File: src/sv/indexed_list_engine_core_assert.svh
// ----------------------------------------------------------------------------
// indexed_list_engine_core_assert
// Assertion macros for the indexed list engine.
// Each macro names a clock and an active-low reset that must be visible
// at the place of use: clk and rst_n.
// ----------------------------------------------------------------------------
`ifndef INDEXED_LIST_ENGINE_CORE_ASSERT_SVH
`define INDEXED_LIST_ENGINE_CORE_ASSERT_SVH

`ifndef NO_ASSERTIONS

// Same-cycle implication.
`define ILE_ASSERT_IMP(label, ante, cons) \
    label: assert property (@(posedge clk) disable iff (!rst_n) (ante) |-> (cons)) \
        else $error("indexed list engine: same-cycle check failed");

// Next-cycle implication.
`define ILE_ASSERT_NEXT(label, ante, cons) \
    label: assert property (@(posedge clk) disable iff (!rst_n) (ante) |=> (cons)) \
        else $error("indexed list engine: next-cycle check failed");

`else

`define ILE_ASSERT_IMP(label, ante, cons)
`define ILE_ASSERT_NEXT(label, ante, cons)

`endif

`endif

File: src/sv/ile_pkg.sv
// ----------------------------------------------------------------------------
// ile_pkg
// Shared constants, operation codes and cell control type of the indexed
// list engine.
// ----------------------------------------------------------------------------
package ile_pkg;

    localparam int CAPACITY_DEF = 1024;

    localparam int OP_W      = 3;
    localparam int POS_W     = 16;
    localparam int VAL_W     = 32;
    localparam int CNT_OUT_W = 11;

    localparam logic [OP_W-1:0] OP_READ       = 3'd0;
    localparam logic [OP_W-1:0] OP_INS_HEAD   = 3'd1;
    localparam logic [OP_W-1:0] OP_INS_TAIL   = 3'd2;
    localparam logic [OP_W-1:0] OP_INS_AT     = 3'd3;
    localparam logic [OP_W-1:0] OP_REMOVE     = 3'd4;

    // Per-cycle command broadcast to every cell of the chain.
    typedef struct packed {
        logic ins;        // open a slot at k, shift upper cells up
        logic rem;        // close slot k, shift upper cells down
        logic load_tap;   // copy each entry into its read tap
        logic shift_tap;  // move the read taps one cell toward the head
    } cell_ctrl_t;

endpackage

File: src/sv/ile_cell.sv
// ----------------------------------------------------------------------------
// ile_cell
// One slot of the list: holds an entry and a read tap, and trades data with
// its two neighbors on insert, remove and read-out.
// ----------------------------------------------------------------------------
module ile_cell #(
    parameter int CW  = 11,
    parameter int IDX = 0
) (
    input  logic                       clk,
    input  ile_pkg::cell_ctrl_t        ctrl,
    input  logic [CW-1:0]              k,
    input  logic [ile_pkg::VAL_W-1:0]  w,
    input  logic [ile_pkg::VAL_W-1:0]  prev_entry,
    input  logic [ile_pkg::VAL_W-1:0]  next_entry,
    input  logic [ile_pkg::VAL_W-1:0]  next_tap,
    output logic [ile_pkg::VAL_W-1:0]  entry,
    output logic [ile_pkg::VAL_W-1:0]  tap
);

    localparam logic [CW-1:0] IDX_C = CW'(IDX);

    logic [ile_pkg::VAL_W-1:0] entry_reg;
    logic [ile_pkg::VAL_W-1:0] entry_next;
    logic [ile_pkg::VAL_W-1:0] tap_reg;
    logic [ile_pkg::VAL_W-1:0] tap_next;

    always_comb
    begin
        entry_next = entry_reg;
        if (ctrl.ins)
        begin
            if (IDX_C > k)
                entry_next = prev_entry;
            else if (IDX_C == k)
                entry_next = w;
        end
        else if (ctrl.rem)
        begin
            if (IDX_C >= k)
                entry_next = next_entry;
        end
    end

    always_comb
    begin
        tap_next = tap_reg;
        if (ctrl.load_tap)
            tap_next = entry_reg;
        else if (ctrl.shift_tap)
            tap_next = next_tap;
    end

    always_ff @(posedge clk)
    begin
        entry_reg <= entry_next;
        tap_reg   <= tap_next;
    end

    assign entry = entry_reg;
    assign tap   = tap_reg;

endmodule

File: config.mk
export PLATFORM = sky130hd
export DESIGN_NAME = ile_cell
export DESIGN_NICKNAME = d
export VERILOG_FILES = /design/src/sv/indexed_list_engine_core_assert.svh /design/src/sv/ile_pkg.sv /design/src/sv/ile_cell.sv
export SDC_FILE = /design/constraint.sdc
export NUM_CORES = 1
export LEC_CHECK = 0
export BUFFER_PORTS_ARGS = -buffer_cell sky130_fd_sc_hd__buf_2
export CAP_MARGIN = 5
export CORE_MARGIN = 2
export CORE_UTILIZATION = 45
export CTS_CLUSTER_SIZE = 12
export DETAILED_ROUTE_END_ITERATION = 16
export GPL_TIMING_DRIVEN = 0
export PLACE_DENSITY = 0.95
export SYNTH_ARGS = -nofsm -noshare
export SYNTH_HDL_FRONTEND = slang
export SYNTH_SLANG_ARGS = --single-unit
File: constraint.sdc
create_clock -name clk -period 4.56 [get_ports clk]
set_input_delay 0.912 -clock clk [delete_from_list [all_inputs] [get_ports clk]]
set_output_delay 0.912 -clock clk [all_outputs]
set_load 0.005 [all_outputs]
==> results of run 1 <==
[layout by cell type, fill, tap and decap left out, drive strengths merged]
| master | Yosys | routed |
|---|---|---|
| buf | 8 | 181 |
| edfxtp | 64 | 64 |
| mux2 | 64 | 64 |
| clkbuf | 0 | 9 |
| clkinvlp | 0 | 5 |
| nor4 | 2 | 2 |
| diode | 0 | 1 |
| or2 | 1 | 1 |
| nor3 | 1 | 1 |
| o2111a | 1 | 1 |
| bufinv | 0 | 1 |
| clkinv | 0 | 1 |
[critical path: cells and delay by family]
family          cells  cell delay [ps]
buf+inv             1              100
simple gates        1              270
compound gates      1              750
[cell type report]
class / count / area [sq um]
fill: 469 / 2220
sequential: 64 / 1920
multi-input combinational: 69 / 975
timing repair buffer: 173 / 866
buffer: 8 / 143
clock buffer: 9 / 124
tap: 77 / 96.3
clock inverter: 7 / 72.6
antenna: 1 / 2.50
[per-layer routing]
| metal | GRT usage, % | vias to the layer above |
|---|---|---|
| met5 | 0 | - |
| met4 | 8.08 | 0 |
| met3 | 6.74 | 11 |
| met2 | 30.3 | 104 |
| met1 | 18.5 | 896 |
| li1 | - | 924 |
[Yosys cell counts]
| cell | n | area share, % |
|---|---|---|
| sky130_fd_sc_hd__nor4_1 | 2 | 0.41 |
| sky130_fd_sc_hd__edfxtp_1 | 64 | 63 |
| sky130_fd_sc_hd__mux2_4 | 58 | 29 |
| sky130_fd_sc_hd__buf_6 | 2 | 0.74 |
| sky130_fd_sc_hd__mux2_2 | 6 | 2.2 |
| sky130_fd_sc_hd__or2_1 | 1 | 0.21 |
| sky130_fd_sc_hd__nor3_1 | 1 | 0.16 |
| sky130_fd_sc_hd__o2111a_1 | 1 | 0.37 |
| sky130_fd_sc_hd__buf_12 | 6 | 4.0 |
[power breakdown]
group	internal [uW]	switching [uW]
registers	673	4.60
clock network	251	221
logic	113	57.9
[path summary, 6_finish.rpt]
check | from | to | slack [ps]
setup reg to reg | entry[6] | tap[6] | 3640
hold reg to reg | entry[11] | tap[11] | 570
setup / recovery | k[7] | entry[28] | 2460
hold / removal | entry[11] | tap[11] | 570
[metrics by stage]
step | std cells | utilization, %
after floorplan | 141 | -
after global placement | 391 | 62.3
after detailed placement | 391 | 62.3
after CTS | 407 | 65.3
after global routing | 407 | 65.4
final | 408 | 65.4
[cell families (layout without fill, tap and decap cells)]
logic type             Yosys count  after routing
flip-flops                      64             64
multiplexers                    64             64
AO/OA/AOI/OAI                    1              1
other                            0              1
buffers and inverters            8            197
AND/OR/NAND/NOR                  4              4
==> results.md, run 1 <==
- The run finished with clean final reports.
- The clock tree synthesis step divided the H-tree into 3 levels.
- After detailed placement, the total cell area comes to 4000 sq um.
- The number of antenna violations at the first check in global routing was 1.
- Synthesis inferred 64 register bits.
- The remaining antenna violation count is 0.
- The initial utilization of the core area, before any placement, comes to 47.3%.
- The total area inside the core boundary comes to 6420 sq um.
- The largest individual stage delay along the critical path comes from the cell sky130_fd_sc_hd__o2111a_2.
- The synthesized netlist devotes 0.371% of its cell area to compound gates.
- Pin placement for this block handled 208 I/O pins.
- For the worst flop-to-flop path, the logic depth is 1.
- The highest signal layer in the routed design is met4.
- The total leakage power is 0.00195 uW.
- At the worst endpoint, the arrival time is 2060 ps.
- The final-stage net count is 469.
- Of all nets on the critical path, the largest fanout is 32.
- The CTS buffer count is 9.
- STA classifies the critical path startpoint as a primary input.
- Setup violations remaining at the end of the flow were counted as 0.
- The portion of synthesized area spent on multiplexers is 30.9%.
- The maximum buffer depth of the clock tree is 2.
- The critical path data required time is 4520 ps.
- The sequential fraction of the synthesis area is 63.3%.
- The count of final max-slew check failures is 0.
- Adding up every negative setup slack in the final design gives 0 ps.
- Post-CTS repair changed the size of 0 cells.
- The violation count after the first detailed-route iteration is 43.
- The routability congestion estimate from global placement is 0.755.
- Measured along the x axis, the die boundary spans 86.2 um.
- The worst-case hold slack is 573 ps.
- The number of global-route vias before repair is 1994.
- The synthesized-area fraction occupied by adder cells is 0%.
- The clock root buffer master is sky130_fd_sc_hd__clkbuf_8.
- Max-cap violations in this run came to 0.
- The power density over the cells is 314 nW/um^2.
- By startpoint and endpoint, the worst setup path is classified as in -> reg.
- The final layout contains routed wiring with a total length of 6.44 mm.
- The overall die height is 86.2 um.
- Clock skew on the completed layout was measured at 5.30 ps.
- Measured against its own limit, the worst slew margin works out to 49.6%.
- In this run the mean area of a mapped cell was 21.5 sq um.
- After synthesis the cells add up to 3040 sq um.
- Setup repair after global routing left no endpoint under its margin.
- The final count of hold timing violations is 0.
- The number of iterations in the first detailed-routing pass is 5.
- The vias per cell is 4.74.
- By area, the combinational part of the netlist is dominated by multiplexers.
- The unique cell type count in the Yosys netlist is 9.
- The worst hold path stage count is 1.
- VDD sags by at most 0.000204 V.
- TritonCTS built the clock tree.
- After clock tree synthesis, the clock-pin slew on the worst setup and hold paths is 70 ps.
- The slew at the pin closest to its max-slew limit is 756 ps.
- The count of buffers inserted at the top-level ports is 173.
- Summed over all nets, wire length on met2 after detailed routing comes to 3.38 mm.
- Clock tree synthesis found a total of 64 sinks.
- For this run, design rule violations remaining after detail routing come to 0.
- The total overflow left after global routing is 0.
- The routed length on met3 is 616 um.
- After Yosys synthesis, and, or, nand and nor cells account for 0.783% of the synthesized area.
- For the finished layout, the period the worst path requires is 2100 ps.
- The final worst-path cycle share is 46.0%.
- The clock latency reported for the late side of the worst-skew pair is 330 ps.
- The final critical-path setup slack is 2460 ps.
- The path class of the lowest-slack min-delay path is reg -> reg.
- The fraction of final layout cells sized beyond drive strength 1 is 79.7%.
- Synthesis handed over a netlist of 141 instances.
- The area added between synthesis and finish is 38.3%.
- For this run, the top clock speed supported by timing is 477 MHz.
- The count of synthesis-stage warnings from yosys is 0.
- The number of nets handed over by synthesis was 285.
- Walking the worst path, the cells encountered are buf_2 > nor4_1 > o2111a_2.
- The post-route met1 wirelength is 2.32 mm.
- The delay contributed by the slowest stage of the critical path is 750 ps.
- After routing the design area is 4200 sq um.
- The count of vias placed by the detailed router is 1935.
- The count of hold-fix buffers inserted at cts is 0.
- The die covers 7420 sq um.
- The total power is 1320 uW.
- The first global-routing pass estimated 9.56 mm of wire.
- Of the total synthesized cell area, the portion taken by XOR and XNOR cells is 0%.
- The number of rows in the core area is 29.
- The worst setup path is captured at a flop.
- Before CTS, the worst setup slack after placement is 1650 ps.
- The largest net degree at the start of global routing is 33.
- The HPWL reported at the end of detailed placement is 5.11 mm.
- Dividing the detail-routed wire length by the instance count gives 15.8 um.
- The aggregate global-route resource usage is 17.4%.
- The post-CTS repair timing setup buffer count is 0.
Power figures use the tool's default switching activity.
==> run 2: changes to the inputs <==
--- a/config.mk
+++ b/config.mk
@@ -8,11 +8,11 @@
 export BUFFER_PORTS_ARGS = -buffer_cell sky130_fd_sc_hd__buf_2
 export CAP_MARGIN = 5
 export CORE_MARGIN = 2
-export CORE_UTILIZATION = 45
+export CORE_UTILIZATION = 38
 export CTS_CLUSTER_SIZE = 12
 export DETAILED_ROUTE_END_ITERATION = 16
 export GPL_TIMING_DRIVEN = 0
-export PLACE_DENSITY = 0.95
+export PLACE_DENSITY = 0.89
 export SYNTH_ARGS = -nofsm -noshare
 export SYNTH_HDL_FRONTEND = slang
 export SYNTH_SLANG_ARGS = --single-unit
==> constraint.sdc (replaced) <==
create_clock -name clk -period 1.85 [get_ports clk]
set_input_delay 0.37 -clock clk [delete_from_list [all_inputs] [get_ports clk]]
set_output_delay 0.37 -clock clk [all_outputs]
set_load 0.005 [all_outputs]
==> results.md, run 2 (same netlist as run 1, synthesis figures left out) <==
- The total wire length after detailed routing came to 6.50 mm (+0.95%).
- The number of primary I/O pins was 208 (unchanged).
- The count of final max-slew check failures came to 0 (unchanged).
- The aggregate global-route resource usage came to 14.5% (-2.9 points).
- The critical path data required time was 1800 ps (-2720 ps).
- Tracing the worst setup path back leads to its startpoint at k[7].
- The largest net degree at the start of global routing is 33 (unchanged).
- The met3 usage is 2.98% (-3.8 points).
- The area added between synthesis and finish is 39.3%.
- The number of resized instances in the post-cts repair step was 0 (unchanged).
- The first-pass GRT wire length is 9.53 mm (-0.29%).
- The full die area is 8730 sq um (+18%).
- The number of cells traversed by the worst register-to-register path is 1 (unchanged).
- The met1 routing resource usage after global routing came to 15.4% (-3.2 points).
- The flop-to-flop setup slack is 920 ps (-2720 ps).
- The vias per cell is 4.48 (-5.5%).
- The largest individual stage delay along the critical path comes from the cell sky130_fd_sc_hd__o2111a_2.
- The worst setup slack after placement is -328 ps (-1980 ps).
- The worst setup path endpoint is entry[10].
- The final count of hold timing violations is 0 (unchanged).
- The relative slew slack came to 46.9% (-2.7 points).
- The clock skew after layout came to 4.60 ps (-0.703 ps).
- Traced cell by cell, the critical path runs through buf_2 > nor4_1 > o2111a_2.
- The count of buffers inserted at the top-level ports came to 173 (unchanged).
- The setup path with the least slack is of type in -> reg.
- The slew at the pin closest to its max-slew limit is 796 ps (+40.0 ps).
- The launching point of the worst reg2reg path is entry[14].
- The met2 capacity usage during global routing is 26.9% (-3.4 points).
- The power density over the cells is 784 nW/um^2 (+150%).
- The kind of start point of the critical path is a primary input.
- The share of total power consumed by net switching is 19.3% (-2.2 points).
- The remaining antenna violation count was 0 (unchanged).
- The top cell types in the final layout, fill and taps aside, are sky130_fd_sc_hd__buf_2 (173), sky130_fd_sc_hd__edfxtp_1 (64), sky130_fd_sc_hd__mux2_4 (58), sky130_fd_sc_hd__clkbuf_8 (9).
- The final critical-path setup slack came to 262 ps (-2200 ps).
- The total leakage power came to 0.00197 uW (+0.91%).
- The path class of the tightest hold or removal check is in -> reg.
- The fraction of power consumed by combinational cells is 12.7% (-0.2 points).
- The core footprint is 7730 sq um (+20%).
- The maximum buffer depth of the clock tree is 2 (unchanged).
- The number of global-route vias before repair is 2011 (+0.85%).
- The post-CTS repair timing setup buffer count came to 0 (unchanged).
- The switching power summed over all nets came to 640 uW (+130%).
- The final-stage net count came to 469 (unchanged).
- Setup repair after global routing left no endpoint under its margin.
- The initial core utilization is 39.3% (-8.0 points).
- The capturing element type of the critical path is a flop.
- The count of hold-fix buffers inserted at cts came to 0 (unchanged).
- After global routing, the most crowded layer is met2.
- The clock network fraction of total power is 36.9% (+1.2 points).
- The TritonCTS clock tree is yes.
- The register clock-pin slew on the reported worst setup and hold paths came to 70 ps (about the same).
- The number of antenna violations at the first check in global routing is 0 (-1).
- The overall die height came to 93.4 um (+8.4%).
- The fraction of final layout cells sized beyond drive strength 1 is 78.7% (-0.97 points).
- The clock latency reported for the late side of the worst-skew pair is 320 ps (about the same).
- The number of placed cells counting well taps was 416 (+6.4%).
- The final global-route overflow total is 0 (unchanged).
- The worst register-to-register path ends at tap[14].
- The filler-free cell count of the finished design is 431 (+5.6%).
- The count of vias placed by the detailed router came to 1931 (-0.21%).
- The hold path startpoint is next_entry[5].
- The max-cap violation count is 0 (unchanged).
- The final worst-path cycle share is 85.9%.
- The number of rows in the core area was 32 (+10%).
- The setup violation total in the final timing report is 0 (unchanged).
- The worst supply voltage drop on vdd is 0.000318 V (+56%).
- The arrival time at the worst endpoint is 1540 ps (-520 ps).
- The number of antenna diodes came to 0 (-1).
- The final critical-path required period is 1590 ps.
- The maximum operating frequency is 630 MHz.
- The CTS buffer count is 9 (unchanged).
- The detailed-route wire length per cell was 15.1 um (-4.4%).
- The post-route setup TNS is 0 ps (unchanged).
- The delay contributed by the slowest stage of the critical path is 790 ps (+40 ps).
- The TritonCTS sink count was 64 (unchanged).
- The H-tree depth is 3 (unchanged).
- The library cell used most frequently in the layout, excluding fill and tap cells, is sky130_fd_sc_hd__buf_2.
- The remaining design rule violation count is 0 (unchanged).
- The routability congestion estimate from global placement is 0.768 (+1.8%).
- The violation count after the first detailed-route iteration is 57 (+33%).
- The highest fanout seen on the critical path is 32 (unchanged).
- The run finished with clean final reports.
- The sequential fraction of design power is 50.4% (-1.0 points).
- The worst-case hold slack is 341 ps (-232 ps).
- The tree is rooted in a sky130_fd_sc_hd__clkbuf_8.
- The internal power contribution is 2680 uW (+160%).
- The HPWL reported at the end of detailed placement is 5.20 mm (+1.6%).
- The x dimension of the die came to 93.4 um (+8.4%).
- The number of iterations in the first detailed-routing pass is 3 (-2).
-- run 2: critical path, delay by kind of cell --
family | cells | cell delay (ps)
buffers and inverters | 1 | 90
AOI/OAI and AO/OA | 1 | 790
and+or+nand+nor | 1 | 270
-- run 2: stage by stage --
step           instance area, sq um  power [uW]  util (%)
2_1_floorplan                  3040        1940         -
3_3_place_gp                   4030        2120      52.2
3_5_place_dp                   4030        2130      52.2
4_1_cts                        4230        3360      54.8
5_1_grt                        4230        3430      54.8
6_report                       4230        3320      54.8
-- run 2: area by class of cell --
cell class	count	area (sq um)
Fill cell	653	3490
Multi-Input combinational cell	69	975
Clock inverter	5	72.6
Sequential cell	64	1920
Buffer	8	143
Clock buffer	10	128
Timing Repair Buffer	173	866
Tap cell	102	128
-- run 2: worst min-delay path by stage --
stage / to / slack (ps) / depth (start not counted)
after floorplan: tap[0] / 580 / 1
after global routing: tap[5] / 330 / 2
after global placement: tap[11] / 560 / 1
after CTS: entry[15] / 320 / 2
final: entry[5] / 340 / 2
after detailed placement: tap[25] / 560 / 1
-- run 2: routing by layer --
| metal | vias up | wire [um] | part of all wire [%] |
|---|---|---|---|
| li1 | 923 | - | - |
| met1 | 902 | 2440 | 38 |
| met2 | 94 | 3530 | 54 |
| met3 | 12 | 402 | 6.2 |
| met4 | 0 | 131 | 2.0 |
| met5 | - | 0 | 0 |
-- run 2: power by group through the flow --
| stage | logic (uW) | registers (uW) | clock network [uW] |
|---|---|---|---|
| after global routing | 453 | 1680 | 1300 |
| after floorplan | 224 | 1710 | 0 |
| final | 422 | 1670 | 1220 |
| after CTS | 428 | 1670 | 1260 |
| after global placement | 415 | 1700 | 0 |
| after detailed placement | 428 | 1700 | 0 |
==> run 3: changes to the inputs <==
--- a/config.mk
+++ b/config.mk
@@ -8,11 +8,11 @@
 export BUFFER_PORTS_ARGS = -buffer_cell sky130_fd_sc_hd__buf_2
 export CAP_MARGIN = 5
 export CORE_MARGIN = 2
-export CORE_UTILIZATION = 38
+export CORE_UTILIZATION = 42
 export CTS_CLUSTER_SIZE = 12
 export DETAILED_ROUTE_END_ITERATION = 16
 export GPL_TIMING_DRIVEN = 0
-export PLACE_DENSITY = 0.89
+export PLACE_DENSITY = 0.93
 export SYNTH_ARGS = -nofsm -noshare
 export SYNTH_HDL_FRONTEND = slang
 export SYNTH_SLANG_ARGS = --single-unit
==> constraint.sdc (replaced) <==
create_clock -name clk -period 1.7 [get_ports clk]
set_input_delay 0.34 -clock clk [delete_from_list [all_inputs] [get_ports clk]]
set_output_delay 0.34 -clock clk [all_outputs]
set_load 0.005 [all_outputs]
==> results.md, run 3 (same netlist as run 1, synthesis figures left out) <==
- The flow ran to the end, and the final reports show no timing, DRC or antenna violations.
- The number of resized instances in the post-cts repair step came to 0 (unchanged).
- The library cells used most frequently in the layout, excluding fill and tap cells, are sky130_fd_sc_hd__buf_2 (173), sky130_fd_sc_hd__edfxtp_1 (64), sky130_fd_sc_hd__mux2_4 (58), sky130_fd_sc_hd__clkbuf_8 (9).
- The TritonCTS sink count is 64 (unchanged).
- Dividing the final minimum period by the clock period gives 91.8%.
- For the finished layout, the period the worst path requires is 1560 ps.
- Clock tree synthesis selected as its root buffer the cell sky130_fd_sc_hd__clkbuf_8.
- The arrival time at the worst endpoint is 1510 ps (-30 ps).
- The total wire length after detailed routing was 6.32 mm (-2.8%).
- The kind of start point of the critical path is a primary input.
- The critical path data required time is 1650 ps (-150 ps).
- The number of antenna diodes is 0 (unchanged).
- The count of final max-slew check failures came to 0 (unchanged).
- The slew at the pin closest to its max-slew limit is 771 ps (-24.7 ps).
- The initial core utilization is 42.6% (+3.3 points).
- The worst supply voltage drop on vdd is 0.000406 V (+27%).
- The detailed-route wire length per cell was 14.8 um (-2.1%).
- The power density over the cells was 794 nW/um^2 (+1.3%).
- The fraction of final layout cells sized beyond drive strength 1 is 79.0% (+0.30 points).
- The post-CTS repair timing setup buffer count is 0 (unchanged).
- The largest net degree at the start of global routing is 33 (unchanged).
- The area added between synthesis and finish is 37.7%.
- The register clock-pin slew on the reported worst setup and hold paths is 70 ps (about the same).
- The routability congestion estimate from global placement was 0.761 (-0.98%).
- The fill cell instance count of the final layout came to 599 (-8.3%).
- The overall die height is 89.0 um (-4.7%).
- The number of rows in the core area was 31 (-3.1%).
- The setup violation total in the final timing report is 0 (unchanged).
- The library cell used most frequently in the layout, excluding fill and tap cells, is sky130_fd_sc_hd__buf_2.
- The aggregate global-route resource usage was 15.5% (+1.0 points).
- The number of antenna violations at the first check in global routing was 0 (unchanged).
- The number of cells traversed by the worst register-to-register path was 1 (unchanged).
- The clock skew after layout is 9.16 ps (+4.56 ps).
- The tightest min-delay check is of the in -> reg type.
- The clock latency reported for the late side of the worst-skew pair came to 330 ps (about the same).
- Setup repair after global routing left no endpoint under its margin.
- The total power was 3320 uW (about the same).
- The remaining design rule violation count is 0 (unchanged).
- The final count of hold timing violations is 0 (unchanged).
- The highest fanout seen on the critical path is 32 (unchanged).
- The full die area is 7930 sq um (-9.1%).
- The max-cap violation count is 0 (unchanged).
- The worst setup path is captured at a flop.
- The x dimension of the die is 89.0 um (-4.7%).
- The worst hold path stage count is 2 (unchanged).
- The number of primary I/O pins is 208 (unchanged).
- The CTS buffer count is 9 (unchanged).
- The total leakage power came to 0.00195 uW (-1.1%).
- The final-stage net count is 469 (unchanged).
- The count of buffers inserted at the top-level ports came to 173 (unchanged).
- The number of global-route vias before repair is 1951 (-3.0%).
- The number of iterations in the first detailed-routing pass is 6 (+3).
- The worst-case hold slack was 308 ps (-32.9 ps).
- The core footprint is 7140 sq um (-7.6%).
- The first-pass GRT wire length is 9.07 mm (-4.8%).
- The count of hold-fix buffers inserted at cts is 0 (unchanged).
- The maximum operating frequency is 641 MHz.
- The kind of critical path is in -> reg.
- The count of vias placed by the detailed router was 1936 (+0.26%).
- The relative slew slack was 48.6% (+1.6 points).
- The remaining antenna violation count is 0 (unchanged).
- The H-tree depth was 3 (unchanged).
- The final global-route overflow total came to 0 (unchanged).
- The maximum buffer depth of the clock tree is 2 (unchanged).
- TritonCTS built the clock tree.
- The violation count after the first detailed-route iteration is 39 (-32%).
- The vias per cell was 4.52 (+0.96%).
- The HPWL reported at the end of detailed placement is 5.09 mm (-2.0%).
## run 3: layout make-up
cell class                      instances  area [sq um]  share of cell area (%)
Sequential cell                        64          1920                    45.9
Multi-Input combinational cell         69           975                    23.3
Timing Repair Buffer                  173           866                    20.7
Buffer                                  8           143                    3.41
Clock buffer                           11           131                    3.14
Tap cell                               99           124                    2.96
Clock inverter                          4          22.5                   0.538
## run 3: routing by layer
metal,vias up,GRT usage [%],part of all wire (%)
met4,0,7.33,1.5
met3,7,4.62,6.9
met2,86,27.7,55
met5,-,0,0
li1,921,-,-
met1,922,16.9,37
## run 3: metrics by stage
stage	instance area, sq um	setup TNS (ps)	setup slack [ps]	instances	utilization, %
2_1_floorplan	3040	0	128	141	-
3_3_place_gp	4030	-5270	-167	413	56.5
3_5_place_dp	4030	-6550	-206	413	56.5
4_1_cts	4180	0	147	428	58.6
5_1_grt	4180	0	6.81	428	58.6
6_report	4180	0	140	428	58.6
## run 3: path summary, 6_finish.rpt
| path | end | from | slack (ps) |
|---|---|---|---|
| setup / recovery | entry[15] | k[8] | 140 |
| hold / removal | tap[19] | next_tap[19] | 310 |
| setup reg to reg | tap[0] | entry[0] | 780 |
| hold reg to reg | tap[7] | entry[7] | 570 |
## run 3: critical path: stages
cell and delay (ps):
sky130_fd_sc_hd__buf_2 100, sky130_fd_sc_hd__nor4_1 280, sky130_fd_sc_hd__o2111a_2 780
## run 3: power by group
part           leakage (uW)  internal (uW)  switching (uW)
clock             0.0000789            514             530
sequential         0.000614           1810            12.5
combinational       0.00126            302             156
